$ cat config.mk
export PLATFORM = sky130hd
export DESIGN_NAME = art_cell
export DESIGN_NICKNAME = d
export VERILOG_FILES = /design/src/hw/rtl/art_pkg.sv /design/src/hw/rtl/art_cell.sv
export SDC_FILE = /design/constraint.sdc
export NUM_CORES = 1
export LEC_CHECK = 0
export ABC_CLOCK_PERIOD_IN_PS = 9800
export BUFFER_PORTS_ARGS = -buffer_cell sky130_fd_sc_hd__buf_4
export CORE_AREA = 2 2 199 201
export CTS_CLUSTER_DIAMETER = 60
export CTS_CLUSTER_SIZE = 20
export DETAILED_ROUTE_END_ITERATION = 12
export DIE_AREA = 0 0 201 203
export HOLD_SLACK_MARGIN = 0.02
export PLACE_DENSITY = 0.48
export SLEW_MARGIN = 10
export SYNTH_ARGS = -nofsm -noshare
export SYNTH_HDL_FRONTEND = slang
export SYNTH_SLANG_ARGS = --single-unit
export TNS_END_PERCENT = 10
$ cat constraint.sdc
create_clock -name clk_i -period 9.8 [get_ports clk_i]
set_input_delay 1.96 -clock clk_i [delete_from_list [all_inputs] [get_ports clk_i]]
set_output_delay 1.96 -clock clk_i [all_outputs]
set_load 0.02 [all_outputs]
$ cat src/hw/rtl/art_pkg.sv
package art_pkg;

  localparam int unsigned EntriesDef  = 16;
  localparam int unsigned AddrBitsDef = 48;
  localparam int unsigned TagBits     = 16;

  typedef enum logic [1:0] {
    FUNC_INSERT = 2'd0,
    FUNC_LOOKUP = 2'd1,
    FUNC_REMOVE = 2'd2
  } func_e;

  typedef enum logic [1:0] {
    STATUS_OK   = 2'd0,
    STATUS_MISS = 2'd1,
    STATUS_FULL = 2'd2
  } status_e;

  // command broadcast to every cell of the chain
  typedef struct packed {
    logic do_insert;
    logic do_remove;
  } cell_ctrl_t;

endpackage

$ cat src/hw/rtl/art_cell.sv
module art_cell #(
  parameter int unsigned AddrBits = art_pkg::AddrBitsDef
) (
  input  logic                        clk_i,
  input  logic                        rst_ni,
  input  art_pkg::cell_ctrl_t         ctrl_i,
  input  logic [AddrBits:0]           key_i,
  input  logic [AddrBits-1:0]         new_start_i,
  input  logic [AddrBits:0]           new_end_i,
  input  logic [art_pkg::TagBits-1:0] new_tag_i,
  input  logic                        low_valid_i,
  input  logic                        low_gt_i,
  input  logic [AddrBits-1:0]         low_start_i,
  input  logic [AddrBits:0]           low_end_i,
  input  logic [art_pkg::TagBits-1:0] low_tag_i,
  input  logic                        up_valid_i,
  input  logic [AddrBits-1:0]         up_start_i,
  input  logic [AddrBits:0]           up_end_i,
  input  logic [art_pkg::TagBits-1:0] up_tag_i,
  output logic                        valid_o,
  output logic                        gt_o,
  output logic                        eq_o,
  output logic [AddrBits-1:0]         start_o,
  output logic [AddrBits:0]           end_o,
  output logic [art_pkg::TagBits-1:0] tag_o
);
  import art_pkg::*;

  logic                valid_q, valid_d;
  logic [AddrBits-1:0] start_q, start_d;
  logic [AddrBits:0]   end_q, end_d;
  logic [TagBits-1:0]  tag_q, tag_d;

  assign gt_o    = valid_q && (end_q > key_i);
  assign eq_o    = valid_q && (end_q == key_i);
  assign valid_o = valid_q;
  assign start_o = start_q;
  assign end_o   = end_q;
  assign tag_o   = tag_q;

  always_comb begin
    valid_d = valid_q;
    start_d = start_q;
    end_d   = end_q;
    tag_d   = tag_q;
    if (ctrl_i.do_insert) begin
      // larger ends move up one place, the new entry lands in the gap
      if (low_valid_i && low_gt_i) begin
        valid_d = 1'b1;
        start_d = low_start_i;
        end_d   = low_end_i;
        tag_d   = low_tag_i;
      end else if (low_valid_i && (!valid_q || gt_o)) begin
        valid_d = 1'b1;
        start_d = new_start_i;
        end_d   = new_end_i;
        tag_d   = new_tag_i;
      end
    end else if (ctrl_i.do_remove && gt_o) begin
      // selected entry and everything above it move down one place
      valid_d = up_valid_i;
      start_d = up_start_i;
      end_d   = up_end_i;
      tag_d   = up_tag_i;
    end
  end

  always_ff @(posedge clk_i or negedge rst_ni) begin
    if (!rst_ni) begin
      valid_q <= 1'b0;
    end else begin
      valid_q <= valid_d;
    end
  end

  always_ff @(posedge clk_i) begin
    start_q <= start_d;
    end_q   <= end_d;
    tag_q   <= tag_d;
  end

endmodule

* Yosys cells after proc, flatten, opt, wreduce, memory -nomap -nowiden *
Index checks and enable logic that the tools add are counted.

word-level totals
  register bits = 114
  bits in latches = 0
  memory bits (writable) = 0
  bits in read-only memories = 0
  input port bits = 395
  output and inout port bits = 116
  memories = 0

cells by class
  add/subtract/negate cells = 0
  multipliers = 0
  div/mod/pow operators = 0
  order comparisons = 1
  equal/unequal tests = 2
  shifts and indexed selects = 0
  multiplexer cells = 16
  bitwise logic cells = 0
  reduce and logical (&&, ||, !) cells = 9

operators by type and width
  kind                count
  $mux 49             4
  $mux 48             4
  $mux 16             4
  $eq 49x49->1        1
  $gt 49x49->1        1
  $logic_and 1x1->1   5
  $mux 1              4
  $ne 3x1->1 const B  1
  $reduce_and 2->1    1
  $reduce_bool 2->1   1
  $logic_not 1->1     1
  $logic_or 1x1->1    1

* Logic depth before layout (Yosys ltp) *
  depth after elaboration = 7
  depth in mapped cells = 8
  depth with buffers taken out = 8

* Least setup slack after synthesis *
OpenSTA, ideal clock, no wires.

  path kind = in2reg
  start = in key_i[30]
  end = reg end_q[0] (netlist: end_o[0]) (enable)
  setup time = 652 ps
  arrival = 9115 ps
  required time = 9148 ps
  slack = 33 ps
  stages = 6
  path buffers = 0
  cell sequence = inv_1 ha_1 nand4_1 nor4_1 nand4_1 a31oi_1

on the way
  cells in the longest elaborated chain, start to end = 6

ends and longest elaborated chain
  item                            RTL line        source
  from (decl)                     art_cell.sv:7   input logic [AddrBits:0] key_i,
  $gt 49x49->1 (*)                art_cell.sv:34  assign gt_o = valid_q && (end_q > key_i);
  $logic_and 1x1->1 (*)           art_cell.sv:34
  $logic_or 1x1->1                art_cell.sv:53  end else if (low_valid_i && (!valid_q || gt_o)) begin
  $logic_and 1x1->1               art_cell.sv:53
  $ne 3x1->1 (no line)            --
  $reduce_and 2->1 (no line) (*)  --
  to (signal assigned)            art_cell.sv:78  end_q <= end_d;
  to (decl)                       art_cell.sv:31  logic [AddrBits:0] end_q, end_d;

Every way passes the cells marked *; elsewhere a longest branch is shown, timed or not.
A chain may end at the register's enable or synchronous reset.

* Worst setup path after layout *
  start = in key_i[22]
  end = out gt_o

on the way
  cells in the longest elaborated chain, start to end = 2

ends and longest elaborated chain
  item               RTL line        source
  $gt 49x49->1       art_cell.sv:34
  $logic_and 1x1->1  art_cell.sv:34
  to (decl)          art_cell.sv:21  output logic gt_o,

No other way between the ends.

==> flow_summary_export.csv <==
group,metric,value,unit
logic_synthesis,synth_compound_area_frac,0.119,
worst_hold_path,hold_path_startpoint,"valid_o",
logic_synthesis,synth_fp_nets,1127,
sta,tns,0,ns
logic_synthesis,yosys_warnings,0,
clocking,htree_levels,4,
sta,rsz0062_at_grt,"no",
route,wl_per_cell,17.3,um
floorplanning,io_pins,511,
flow_run,max-cap-violations,0,
clocking,clock-sinks,114,
placed_design,placed_cells,1680,
setup_path,r2r-end,"start_o[34]",
placed_design,io_buffers,510,
logic_synthesis,ys_seq_area_frac,0.486,
logic_synthesis,yosys.area_share.simple,0.0999,
logic_synthesis,synth_top_area_frac,0.482,
setup_path,regToRegSetupSlack,6.74,ns
setup_path,rr_startpoint,"end_o[48]",
finish,drive_gt1_frac,0.459,
sta,drv_slew,0,
setup_path,crit_path_end_kind,"output pin",
clocking,cts-root-buf,"clkbuf_16",
placed_design,dp_hpwl,24200,um
clocking,cts_setup_buffers,0,
logic_synthesis,synth.area.top_cells,"edfxtp_1 (48%), mux2i_1 (16%), a21oi_1 (9.4%), ha_1 (8.7%), nor2_1 (6.2%)",
worst_hold_path,hp-class,"flop to flop",
sta,finalHoldViolCount,0,
placed_design,gp_congestion,0.877,
route,avgViaCountPerCell,4.06,
setup_path,endpoint,"gt_o",
sta,post-route-period-util,0.602,
floorplanning,rows,72,
clocking,clk_latency,0.43,ns
logic_synthesis,syn_avg_cell_area,10.3,um^2
global_routing,grt.total_usage,0.142,
setup_path,path_cells,"buf_4, inv_1, ha_1, a21oi_1, o21ai_0, a2111o_1, o311a_1, nor2_1, a21oi_1, buf_4",
route,routed_wl,29600,um
logic_synthesis,yosys.area_share.adder,0.0871,
setup_path,cp-start-kind,"input port",
setup_path,worst_r2r_path_depth,8,
setup_path,crit_type,"input port to output pin",
global_routing,antenna_found_initial,4,
logic_synthesis,ys_types,36,
sta,whs,0.720,ns
logic_synthesis,synth-xor-area-share,0,
clocking,cts_buffers,17,
floorplanning,start_util,0.183,
power_and_ir_drop,leakagePower,5.94,nW
logic_synthesis,synth_enable_flop_cells,113,
logic_synthesis,synth_top_family_by_area,"multiplexers",
power_and_ir_drop,powerDensity,138,nW/um^2
global_routing,overflow,0,
setup_path,slowest_delay,0.43,ns
sta,relSlewSlack,0.351,
global_routing,grt_pass1_vias,7081,
clocking,cts_resized,0,
clocking,cts.clk_slew.worst_paths,0.06,ns
floorplanning,die_area,40800,um^2
logic_synthesis,netlist_instances,683,
sta,fin_crit,5.90,ns
sta,setup_viol,0,
floorplanning,core_area,38500,um^2
finish,area_growth,71.0,%
sta,worstMarginPinSlew,0.973,ns
floorplanning,die_w,201,um
global_routing,grt_max_degree,93,
clocking,cts.hold.buffers_added,0,
power_and_ir_drop,ir_worst_vdd,0.100,mV
route,drt_iter0_markers,254,
sta,clock.fmax,170,MHz
route,antenna_left,0,
finish,nets,1625,
logic_synthesis,muxShareOfSynthArea,0.161,
setup_path,cp_slowest_cell,"a2111o_1",
logic_synthesis,ys_seq_elements,114,
route,drc,0,
logic_synthesis,synthesis.area,7040,um^2
global_routing,grt_pass1_wl,43000,um
logic_synthesis,synth.largest_area_cell,"edfxtp_1",
setup_path,arrival,3.94,ns
status,status,"finished, final reports clean",
floorplanning,die_height,203,um
clocking,tritoncts,"yes",
logic_synthesis,yosys_most_used_dff,"edfxtp_1",
power_and_ir_drop,total_power,1.67,mW
sta,skew,0.0124,ns
route,vias,6959,
setup_path,required,7.84,ns
route,dr.pass1.iters,4,
logic_synthesis,async_flop_share,0.00877,
setup_path,cp_max_fo,2,
setup_path,critPathLaunch,"key_i[22]",
clocking,clk_path_buf_depth,2,
finish,fin_cells,1712,
-- routing by layer --
layer | share of wire | track usage | vias up
met4 | 0.018 | 0.0521 | 0
met1 | 0.39 | 0.158 | 3136
li1 | - | - | 3478
met2 | 0.51 | 0.250 | 320
met5 | 0 | 0 | -
met3 | 0.079 | 0.0483 | 25
-- area by class of cell --
cell class	instances	area (um^2)
Antenna cell	2	5.00
Clock buffer	19	433
Clock inverter	11	164
Fill cell	4065	26400
Inverter	50	188
Multi-Input combinational cell	482	3310
Sequential cell	114	3420
Tap cell	518	648
Timing Repair Buffer	516	3880
-- how the worst min path moves through the flow --
| stage | end | slack [ns] | cells after the start |
|---|---|---|---|
| after floorplan | valid_o | 0.75 | 3 |
| after global placement | valid_o | 0.67 | 3 |
| after detailed placement | valid_o | 0.69 | 3 |
| after CTS | valid_o | 0.71 | 3 |
| after global routing | valid_o | 0.77 | 3 |
| final | valid_o | 0.72 | 3 |
-- synthesized netlist by cell type, types with 3 or more instances --
cell type    n
clkbuf_1    24
mux2i_1    113
buf_2       10
ha_1        49
edfxtp_1   113
nand3_1      7
buf_1        3
inv_1       50
nand2_1     14
a21oi_1    132
nor3_1       3
o21ai_0      5
a21o_1       4
nand4_1     11
nor2_1     117
-- stage by stage --
stage          worst slack [ns]   util  area, um^2
6_report                   3.90  0.313       12000
5_1_grt                    3.70  0.313       12000
4_1_cts                    3.83  0.313       12000
3_5_place_dp               3.85  0.297       11400
3_3_place_gp               3.87  0.297       11400
2_1_floorplan            0.0328      -        7040
-- logic make-up after synthesis --
kind of cell	after synthesis
adders and majority gates	49
buffers and inverters	87
AOI/OAI and AO/OA	155
DFF	114
and+or+nand+nor	165
muxes	113
-- layout by cell type (no fill, tap or decap), drive strengths merged, types with 3 or more instances in the layout --
cell      instances
a21o              4
a21oi           132
buf             516
bufinv            4
clkbuf           19
clkinv            3
clkinvlp          4
edfxtp          113
ha               49
inv              50
mux2i           113
nand2            14
nand3             7
nand4            11
nor2            117
nor3              3
o21ai             7
-- registers in the layout, indices dropped and copies added (netlist names) --
signal	count
valid_o	1
tag_o	16
end_o	49
start_o	48
-- worst max-delay path: cells and delay by family --
kind / cells / cell delay, ns
fa+ha+maj: 1 / 0.30
compound gates: 5 / 1.17
buf+inv: 3 / 0.31
simple gates: 1 / 0.20
-- power breakdown --
part           internal, mW  switching, mW
logic                 0.206          0.199
clock network         0.420          0.233
registers             0.590         0.0187
total                  1.22          0.450
(Power assumes the default switching activity.)
