`src/hw/rtl/art_pkg.sv`:
```
package art_pkg;

  localparam int unsigned EntriesDef  = 16;
  localparam int unsigned AddrBitsDef = 48;
  localparam int unsigned TagBits     = 16;

  typedef enum logic [1:0] {
    FUNC_INSERT = 2'd0,
    FUNC_LOOKUP = 2'd1,
    FUNC_REMOVE = 2'd2
  } func_e;

  typedef enum logic [1:0] {
    STATUS_OK   = 2'd0,
    STATUS_MISS = 2'd1,
    STATUS_FULL = 2'd2
  } status_e;

  // command broadcast to every cell of the chain
  typedef struct packed {
    logic do_insert;
    logic do_remove;
  } cell_ctrl_t;

endpackage

```
`src/hw/rtl/art_select.sv`:
```
module art_select #(
  parameter int unsigned Entries  = art_pkg::EntriesDef,
  parameter int unsigned AddrBits = art_pkg::AddrBitsDef
) (
  input  logic [Entries-1:0]          gt_i,
  input  logic [AddrBits-1:0]         start_i [Entries],
  input  logic [AddrBits:0]           end_i   [Entries],
  input  logic [art_pkg::TagBits-1:0] tag_i   [Entries],
  output logic [Entries-1:0]          onehot_o,
  output logic                        any_o,
  output logic [AddrBits-1:0]         start_o,
  output logic [AddrBits:0]           end_o,
  output logic [art_pkg::TagBits-1:0] tag_o
);
  import art_pkg::*;

  // cells are sorted by end, so the first cell above the key has a neighbor below it that is not
  always_comb begin
    onehot_o[0] = gt_i[0];
    for (int unsigned k = 1; k < Entries; k++) begin
      onehot_o[k] = gt_i[k] && !gt_i[k-1];
    end
  end

  assign any_o = |gt_i;

  always_comb begin
    start_o = '0;
    end_o   = '0;
    tag_o   = '0;
    for (int unsigned k = 0; k < Entries; k++) begin
      start_o = start_o | (start_i[k] & {AddrBits{onehot_o[k]}});
      end_o   = end_o   | (end_i[k]   & {(AddrBits+1){onehot_o[k]}});
      tag_o   = tag_o   | (tag_i[k]   & {TagBits{onehot_o[k]}});
    end
  end

endmodule

```
`config.mk`:
```
export PLATFORM = sky130hd
export DESIGN_NAME = art_select
export DESIGN_NICKNAME = d
export VERILOG_FILES = /design/src/hw/rtl/art_pkg.sv /design/src/hw/rtl/art_select.sv
export SDC_FILE = /design/constraint.sdc
export NUM_CORES = 1
export LEC_CHECK = 0
export BUFFER_PORTS_ARGS = -buffer_cell sky130_fd_sc_hd__buf_2
export CORE_AREA = 2 2 766 768
export DETAILED_ROUTE_END_ITERATION = 10
export DIE_AREA = 0 0 768 770
export GPL_TIMING_DRIVEN = 1
export PLACE_DENSITY = 0.3
export SLEW_MARGIN = 15
export SYNTH_ARGS = -nofsm -noshare
export SYNTH_HDL_FRONTEND = slang
export SYNTH_SLANG_ARGS = --single-unit
```
`constraint.sdc`:
```
create_clock -name vclk -period 3.8
set_input_delay 0.57 -clock vclk [all_inputs]
set_output_delay 0.57 -clock vclk [all_outputs]
set_load 0.02 [all_outputs]
```
Yosys cells after proc, flatten, opt, wreduce, memory -nomap -nowiden

Cells that the tools add are included.

$add $sub $neg: 0
$mul: 0
Divide/modulo/power cells: 0
$lt $le $gt $ge: 0
Eq/ne operators: 0
Shift-type cells: 0
Multiplexer cells: 0
Bitwise gates (word level): 93
Reductions and logical operators: 31

Operator list:

| kind              | count |
|---|---|
| $and 49x49->49    | 16 |
| $and 48x48->48    | 16 |
| $or 49x49->49     | 15 |
| $or 48x48->48     | 15 |
| $and 16x16->16    | 16 |
| $or 16x16->16     | 15 |
| $reduce_or 16->1  | 1 |
| $logic_and 1x1->1 | 15 |
| $logic_not 1->1   | 15 |

Register bits after elaboration: 0
Bits in latches: 0
RAM bits: 0
Memory bits (read-only): 0
Input bits: 1,824
Output and inout bits: 130
Logic and storage cells: 124
Memories kept: 0

Logic depth before layout (Yosys ltp)

Gate-level depths: netlist of the first run.

Word-level depth: 18
Mapped depth: 5
Depth with buffers taken out: 3

Worst setup path before layout of the first run

No wires, ideal clock.

Path kind: input to output
From: input gt_i[11]
To: output start_o[38]
Data arrival time: 1,720 ps
Required time: 3,230 ps
Path slack: 1,510 ps
Stages: 5
Path buffers: 2
Cells stage by stage: nor2b_1 buf_6 buf_2 a2111oi_0 nand4_1

Longest elaborated chain between the ends: 7
Elaborated cells on any way between the ends: 10
Those cells by class: 7 x bitwise; 3 x reduce/logical

Ends and longest elaborated chain:

| item                       | line             | RTL |
|---|---|---|
| from (decl)                | art_select.sv:5  | `input logic [Entries-1:0] gt_i,` |
| $logic_and 1x1->1          | art_select.sv:21 | `onehot_o[k] = gt_i[k] && !gt_i[k-1];` |
| named net onehot_o[11]     | art_select.sv:9  | `output logic [Entries-1:0] onehot_o,` |
| $and 48x48->48             | art_select.sv:32 | `start_o = start_o \| (start_i[k] & {AddrBits{onehot_o[k]}});` |
| $or 48x48->48 (5 in a row) | art_select.sv:32 |  |
| to (decl)                  | art_select.sv:11 | `output logic [AddrBits-1:0] start_o,` |

The timed path passes the listed nets, and every way through them passes these cells.

Worst setup path in the final report of the first run

From: input gt_i[9]
To: output tag_o[3] (netlist name)

Longest elaborated chain between the ends: 9
Elaborated cells on any way between the ends: 12
Those cells by class: 9 x bitwise; 3 x reduce/logical

Ends and longest elaborated chain:

| item                                                        | line                               | RTL |
|---|---|---|
| $logic_and 1x1->1 / $logic_not 1->1 (equally long branches) | art_select.sv:21                   |  |
| $and 16x16->16 / $logic_and 1x1->1 (equally long branches)  | art_select.sv:34, art_select.sv:21 |  |
| $or 16x16->16 / $and 16x16->16 (equally long branches)      | art_select.sv:34                   | `tag_o = tag_o \| (tag_i[k] & {TagBits{onehot_o[k]}});` |
| $or 16x16->16 (*) (6 in a row)                              | art_select.sv:34                   |  |
| to (decl)                                                   | art_select.sv:13                   | `output logic [art_pkg::TagBits-1:0] tag_o` |

Mark *: on every way between the ends. The rest lies on a longest branch, timed or not.

==> results of run 1 <==
[synthesized netlist by cell type]
cell       instances  area share [%]
and3b_1         1243              59
a2111oi_0        357              17
clkbuf_1         246             5.0
nand4_1          114             3.9
and2_1           111             3.8
a2111oi_2         95             7.7
buf_2             57             1.5
buf_6             12            0.73
nor2b_1           12            0.41
buf_4             11            0.45
buf_1              5            0.10
nor4_1             4            0.14
clkbuf_2           3           0.081
nor2b_2            3            0.14
and2_0             2           0.068
[final cells by class]
type	instances	area [um2]
Timing Repair Buffer	2407	14600
Antenna cell	393	983
Multi-Input combinational cell	1941	17700
Tap cell	7782	9740
Fill cell	69401	541000
[how the worst max path moves through the flow]
stage / startpoint / endpoint / slack (ns) / depth (start not counted)
after floorplan: gt_i[11] / start_o[38] / 1.51 / 5
after global placement: gt_i[7] / start_o[9] / -1.21 / 6
after detailed placement: gt_i[7] / end_o[6] / -0.35 / 6
after CTS: gt_i[10] / end_o[44] / 0.01 / 9
after global routing: gt_i[4] / end_o[2] / 0.009 / 8
final: gt_i[9] / tag_o[3] / -0.07 / 7
[critical path, stage by stage]
cell and delay (ns):
buf_12 0.23, nor2b_4 0.10, buf_12 0.17, a2111oi_4 1.01, buf_4 0.29, nand4_1 0.24, buf_2 0.26
[metal layers]
layer / part of all wire (%) / GRT usage [%] / vias to the layer above / wire (um)
li1: - / - / 14039 / -
met4: 4.8 / 5.23 / 296 / 23300
met2: 44 / 25.2 / 3515 / 215000
met1: 38 / 18.2 / 17811 / 188000
met3: 12 / 7.57 / 1172 / 61000
met5: 0.45 / 0.00812 / - / 2210
[through the flow]
| step | instances | worst slack (ns) |
|---|---|---|
| 2_1_floorplan | 2275 | 1.51 |
| 3_3_place_gp | 12121 | -1.21 |
| 3_5_place_dp | 12130 | -0.348 |
| 4_1_cts | 12130 | 0.0124 |
| 5_1_grt | 12286 | 0.00939 |
| 6_report | 12523 | -0.0661 |
[power by group through the flow]
stage / registers [uW] / clock network (uW) / logic [uW]
global route: 0 / 0.00481 / 5510
floorplan: 0 / 0 / 1380
finish: 0 / 0.0123 / 5330
CTS: 0 / 0 / 5370
global placement: 0 / 0 / 5320
detailed placement: 0 / 0 / 5330
[timing repair]
action / 4_1_cts / 5_1_grt
gates resized for setup: 26 / 11
cloned: 0 / 0
pin swaps: 4 / 3
buffers inserted: 0 / 0
endpoints found under the setup margin: 20 / 5
[cell families after synthesis]
| logic type | after synthesis |
|---|---|
| compound gates | 452 |
| buf+inv | 334 |
| simple gates | 1489 |
==> run_results.csv, run 1 <==
group,metric,value,unit
status,status,"finished, violations left",
status,violations,"negative setup slack",
timing,tns,-0.228,ns
power,p_int,2100,uW
grt,grt-ovfl-total,0,
route,viasPerCell,2.94,
floorplanning,die_x,768,um
power,seqPwrFrac,0,%
grt,antenna_found_initial,713,
logic_synthesis,yosys_warnings,0,
power,ir_drop,46.5,uV
layout,regArea,0,um2
layout,stdcell_area,0.0430,mm2
power,p_comb_share,100.0,%
clock_network,hold_buffers,0,
critical_path,cp-end-kind,"output pin",
floorplanning,core_area,0.584,mm2
timing,fin_ws,-0.0661,ns
layout,nClkBuffers,0,
layout,fin_nets,6174,
logic_synthesis,synth_seq_area_share,0,%
min_path,hp-class,"in -> out",
logic_synthesis,synth_simple_gate_area_share,67.4,%
timing,period_minus_slack,3.87,ns
grt,grt_pass1_wl,566,mm
timing,drv_slew,0,
logic_synthesis,synth-compound-area-share,24.7,%
layout,final_common_cell,"buf_2",
timing,timing.fmax,259,MHz
min_path,holdPathEnd,"end_o[48]",
grt,grt_max_degree,61,
timing,hold_viol,0,
route,routed_wl,490,mm
power,power_switching,3220,uW
route,via_count,36833,
logic_synthesis,syn_inst,2275,
layout,layout-drive-gt1-share,59.4,%
logic_synthesis,synthDistinctLibCells,15,
floorplanning,initial_utilization,3.16,%
layout,area_growth,133,%
timing,rsz0062_at_grt,"false",
floorplanning,die_y,770,um
logic_synthesis,synth_area,0.0184,mm2
layout,seq_cells,0,
critical_path,critPathMaxFanout,60,
power,power.density,124,mW/mm2
route,drt_iter0_drc,3609,
route,ant_nets,0,
placed_design,gp_congestion,0.971,
grt,track_usage,15.7,%
timing,slew_headroom,15.2,%
floorplanning,rows,281,
power,p_clk_share,0,%
logic_synthesis,synth-xor-area-share,0,%
min_path,hp-start,"end_i[293]",
grt,grt_pass1_vias,34543,
route,drc,0,
power,switching_share,60.5,%
power,power,5330,uW
logic_synthesis,synth.mux.area_fraction,0,%
critical_path,cp.required,3.23,ns
floorplanning,fp.dieArea,0.591,mm2
route,dr.pass1.iters,5,
timing,whs,1.53,ns
logic_synthesis,synth_top_family_by_area,"simple AND/OR/NAND/NOR gates",
timing,finalCritPeriodShare,102,%
job,drv_cap,0,
route,wl_per_cell,39.1,um
floorplanning,io_pins,1954,
timing,worst_pin_slew,1.24,ns
placed_design,io_buffers,1954,
critical_path,critPathArrivalTime,3.30,ns
placed_design,place_area,0.0418,mm2
placed_design,hpwlAfterDp,446,mm
logic_synthesis,synthAdderAreaFrac,0,%
layout,utilization,7.37,%
power,p_leak,0.0204,uW
logic_synthesis,avgSynthCellArea,8.11,um2
min_path,hold_depth,4,
logic_synthesis,syn-num-nets,4099,
critical_path,path_class,"in -> out",
layout,layout_common_cells,"buf_2 (1916), and3b_1 (1243), buf_4 (383), a2111oi_0 (236), a2111oi_2 (159)",
timing,setup_viol_count_final,4,
critical_path,start_kind,"input pin",
(Power assumes the default switching activity.)
==> run 2: changes to the inputs <==
ABC_AREA = 1   (was default)
CORE_AREA = 2 2 750 752   (was 2 2 766 768)
DIE_AREA = 0 0 752 754   (was 0 0 768 770)
==> run 2 against run 1 <==
Net effect:
- the flow now finishes without violations
- cell count is 15% higher
- hold slack better by 0.12 ns
- via count is 17% higher
- synthesized area is 15% higher
- critical path depth is 3 higher
- first-iteration DRC count is 24% higher
- synthesized cell count is 110% higher
- critical path type unchanged
- critical endpoint is now tag_o[5]
- highest routed layer unchanged
==> run_results.csv, run 2 <==
group,metric,value,unit
status,status,"completed",
floorplanning,die_y,754,um
layout,layout_common_cells,"buf_2 (1921), nand3_1 (1696), nand2_1 (1580), inv_1 (825), nor2_1 (238)",
logic_synthesis,synthTopCellsByArea,"nand3_1 (40%), nand2_1 (28%), inv_1 (15%), buf_2 (4.4%), nor2_1 (4.3%)",
logic_synthesis,synth_top_area_cell,"nand3_1",
power,switching_share,70.0,%
logic_synthesis,synth_top_area_share,40.2,%
grt,grt-ovfl-total,0,
route,drc,0,
power,power_switching,3860,uW
timing,hold_viol,0,
critical_path,critPathMaxFanout,32,
floorplanning,core_area,0.559,mm2
critical_path,max_stage_delay,0.48,ns
layout,final_common_cell,"buf_2",
route,via_count,43018,
layout,nClkBuffers,0,
power,p_int,1660,uW
power,power.density,133,mW/mm2
layout,seq_cells,0,
placed_design,hpwlAfterDp,432,mm
grt,grt_pass1_wl,561,mm
critical_path,cp-end-kind,"output pin",
layout,layout-drive-gt1-share,34.0,%
route,viasPerCell,3.00,
logic_synthesis,yosysMostFrequentCell,"nand3_1",
power,p_leak,0.0217,uW
logic_synthesis,synth_commonest_cells,"nand3_1 (1696), nand2_1 (1582), inv_1 (825)",
timing,finalCritPeriodShare,98.1,%
floorplanning,io_pins,1954,
power,ir_drop,39.1,uV
critical_path,crit_buf_inv,5,
clock_network,ctsResizeCount,1,
logic_synthesis,synth_area,0.0211,mm2
critical_path,worstPathCellList,"buf_8, inv_8, buf_4, nand3_1, nand2_1, inv_1, nand2_1, nor2_1, nand2_1, buf_12",
route,ant_nets,0,
power,p_comb_share,100.0,%
timing,drv_slew,0,
job,drv_cap,0,
critical_path,cp.required,3.23,ns
placed_design,gp_congestion,0.934,
logic_synthesis,avgSynthCellArea,4.37,um2
timing,worst_pin_slew,1.15,ns
route,routed_wl,479,mm
logic_synthesis,syn_inst,4833,
placed_design,io_buffers,1954,
timing,timing.fmax,268,MHz
floorplanning,rows,275,
power,power,5520,uW
logic_synthesis,synth_seq_area_share,0,%
clock_network,postCtsSetupBuffers,0,
route,dr.pass1.iters,7,
min_path,hp-class,"in -> out",
layout,regArea,0,um2
timing,period_minus_slack,3.73,ns
layout,nFillCells,67492,
grt,track_usage,16.0,%
power,p_clk_share,0,%
grt,grt_max_degree,54,
clock_network,hold_buffers,0,
timing,rsz0062_at_grt,"false",
logic_synthesis,syn-num-nets,6657,
floorplanning,die_x,752,um
grt,grt_pass1_vias,40557,
logic_synthesis,synthDistinctLibCells,14,
critical_path,cpMostUsedCell,"nand2_1",
critical_path,crit_family,"buffers and inverters",
logic_synthesis,yosys_warnings,0,
timing,slew_headroom,23.1,%
critical_path,crit_slowest_cell,"nand2_1",
route,wl_per_cell,33.4,um
critical_path,start_kind,"input pin",
floorplanning,fp.dieArea,0.567,mm2
grt,antenna_found_initial,527,
critical_path,path_class,"in -> out",
layout,area_growth,96.5,%
critical_path,critPathArrivalTime,3.16,ns
timing,whs,1.65,ns
power,seqPwrFrac,0,%
floorplanning,initial_utilization,3.78,%
route,drt_iter0_drc,4488,
layout,fin_nets,8464,
timing,setup_viol_count_final,0,
[run 2: cell count changes after synthesis, moves of 111 or more]
cell	previous run	this run
nand4_1	114	2
nand2_1	0	1582
inv_1	0	825
nand3_1	0	1696
buf_2	57	184
a2111oi_0	357	0
and3b_1	1243	0
and2_1	111	0
clkbuf_1	246	81
nor2_1	0	242
[run 2: power groups by stage]
| stage | clock [uW] | combinational [uW] | sequential (uW) |
|---|---|---|---|
| floorplan | 0 | 1920 | 0 |
| global placement | 0 | 5730 | 0 |
| detailed placement | 0 | 5660 | 0 |
| CTS | 0 | 5680 | 0 |
| global route | 0.00346 | 5920 | 0 |
| finish | 0.00691 | 5520 | 0 |
[run 2: per-layer routing]
metal / GRT usage, % / vias up / wire, um
met3: 4.91 / 937 / 43900
met4: 4.53 / 218 / 18200
met2: 27.3 / 3070 / 224000
li1: - / 18814 / -
met1: 19.2 / 19979 / 192000
met5: 0 / - / 1460
[run 2: logic make-up after synthesis]
group	after synthesis	share of synthesized area [%]
simple gates	3524	72.7
buf+inv	1309	27.3
[run 2: tightest hold or removal path: cells and delay by family]
| family | cells | cell delay [ns] |
|---|---|---|
| buffers and inverters | 3 | 0.26 |
| AND/OR/NAND/NOR | 5 | 0.25 |
[run 2: final timing paths]
path       start   endpoint  slack (ns)  depth (start not counted)
max      gt_i[7]   tag_o[5]        0.07                         10
min   end_i[783]  end_o[48]        1.65                          8
[run 2: final cells by class]
class | count | area, um2 | share of cell area [%]
tap | 7479 | 9360 | 22.5
antenna | 223 | 558 | 1.34
multi-input combinational | 3524 | 15400 | 37.0
inverter | 920 | 3570 | 8.60
timing repair buffer | 2194 | 12700 | 30.5
[run 2: through the flow]
stage / std cells / setup WS [ns] / area [um2] / utilization (%) / setup TNS, ns
3_5_place_dp: 14117 / -0.0219 / 41000 / 7.33 / -0.0219
2_1_floorplan: 4833 / 1.76 / 21100 / - / 0
4_1_cts: 14117 / 0.0121 / 41000 / 7.33 / 0
3_3_place_gp: 14117 / -0.309 / 41000 / 7.33 / -0.314
5_1_grt: 14209 / 0.0498 / 41200 / 7.37 / 0
6_report: 14340 / 0.0721 / 41500 / 7.43 / 0
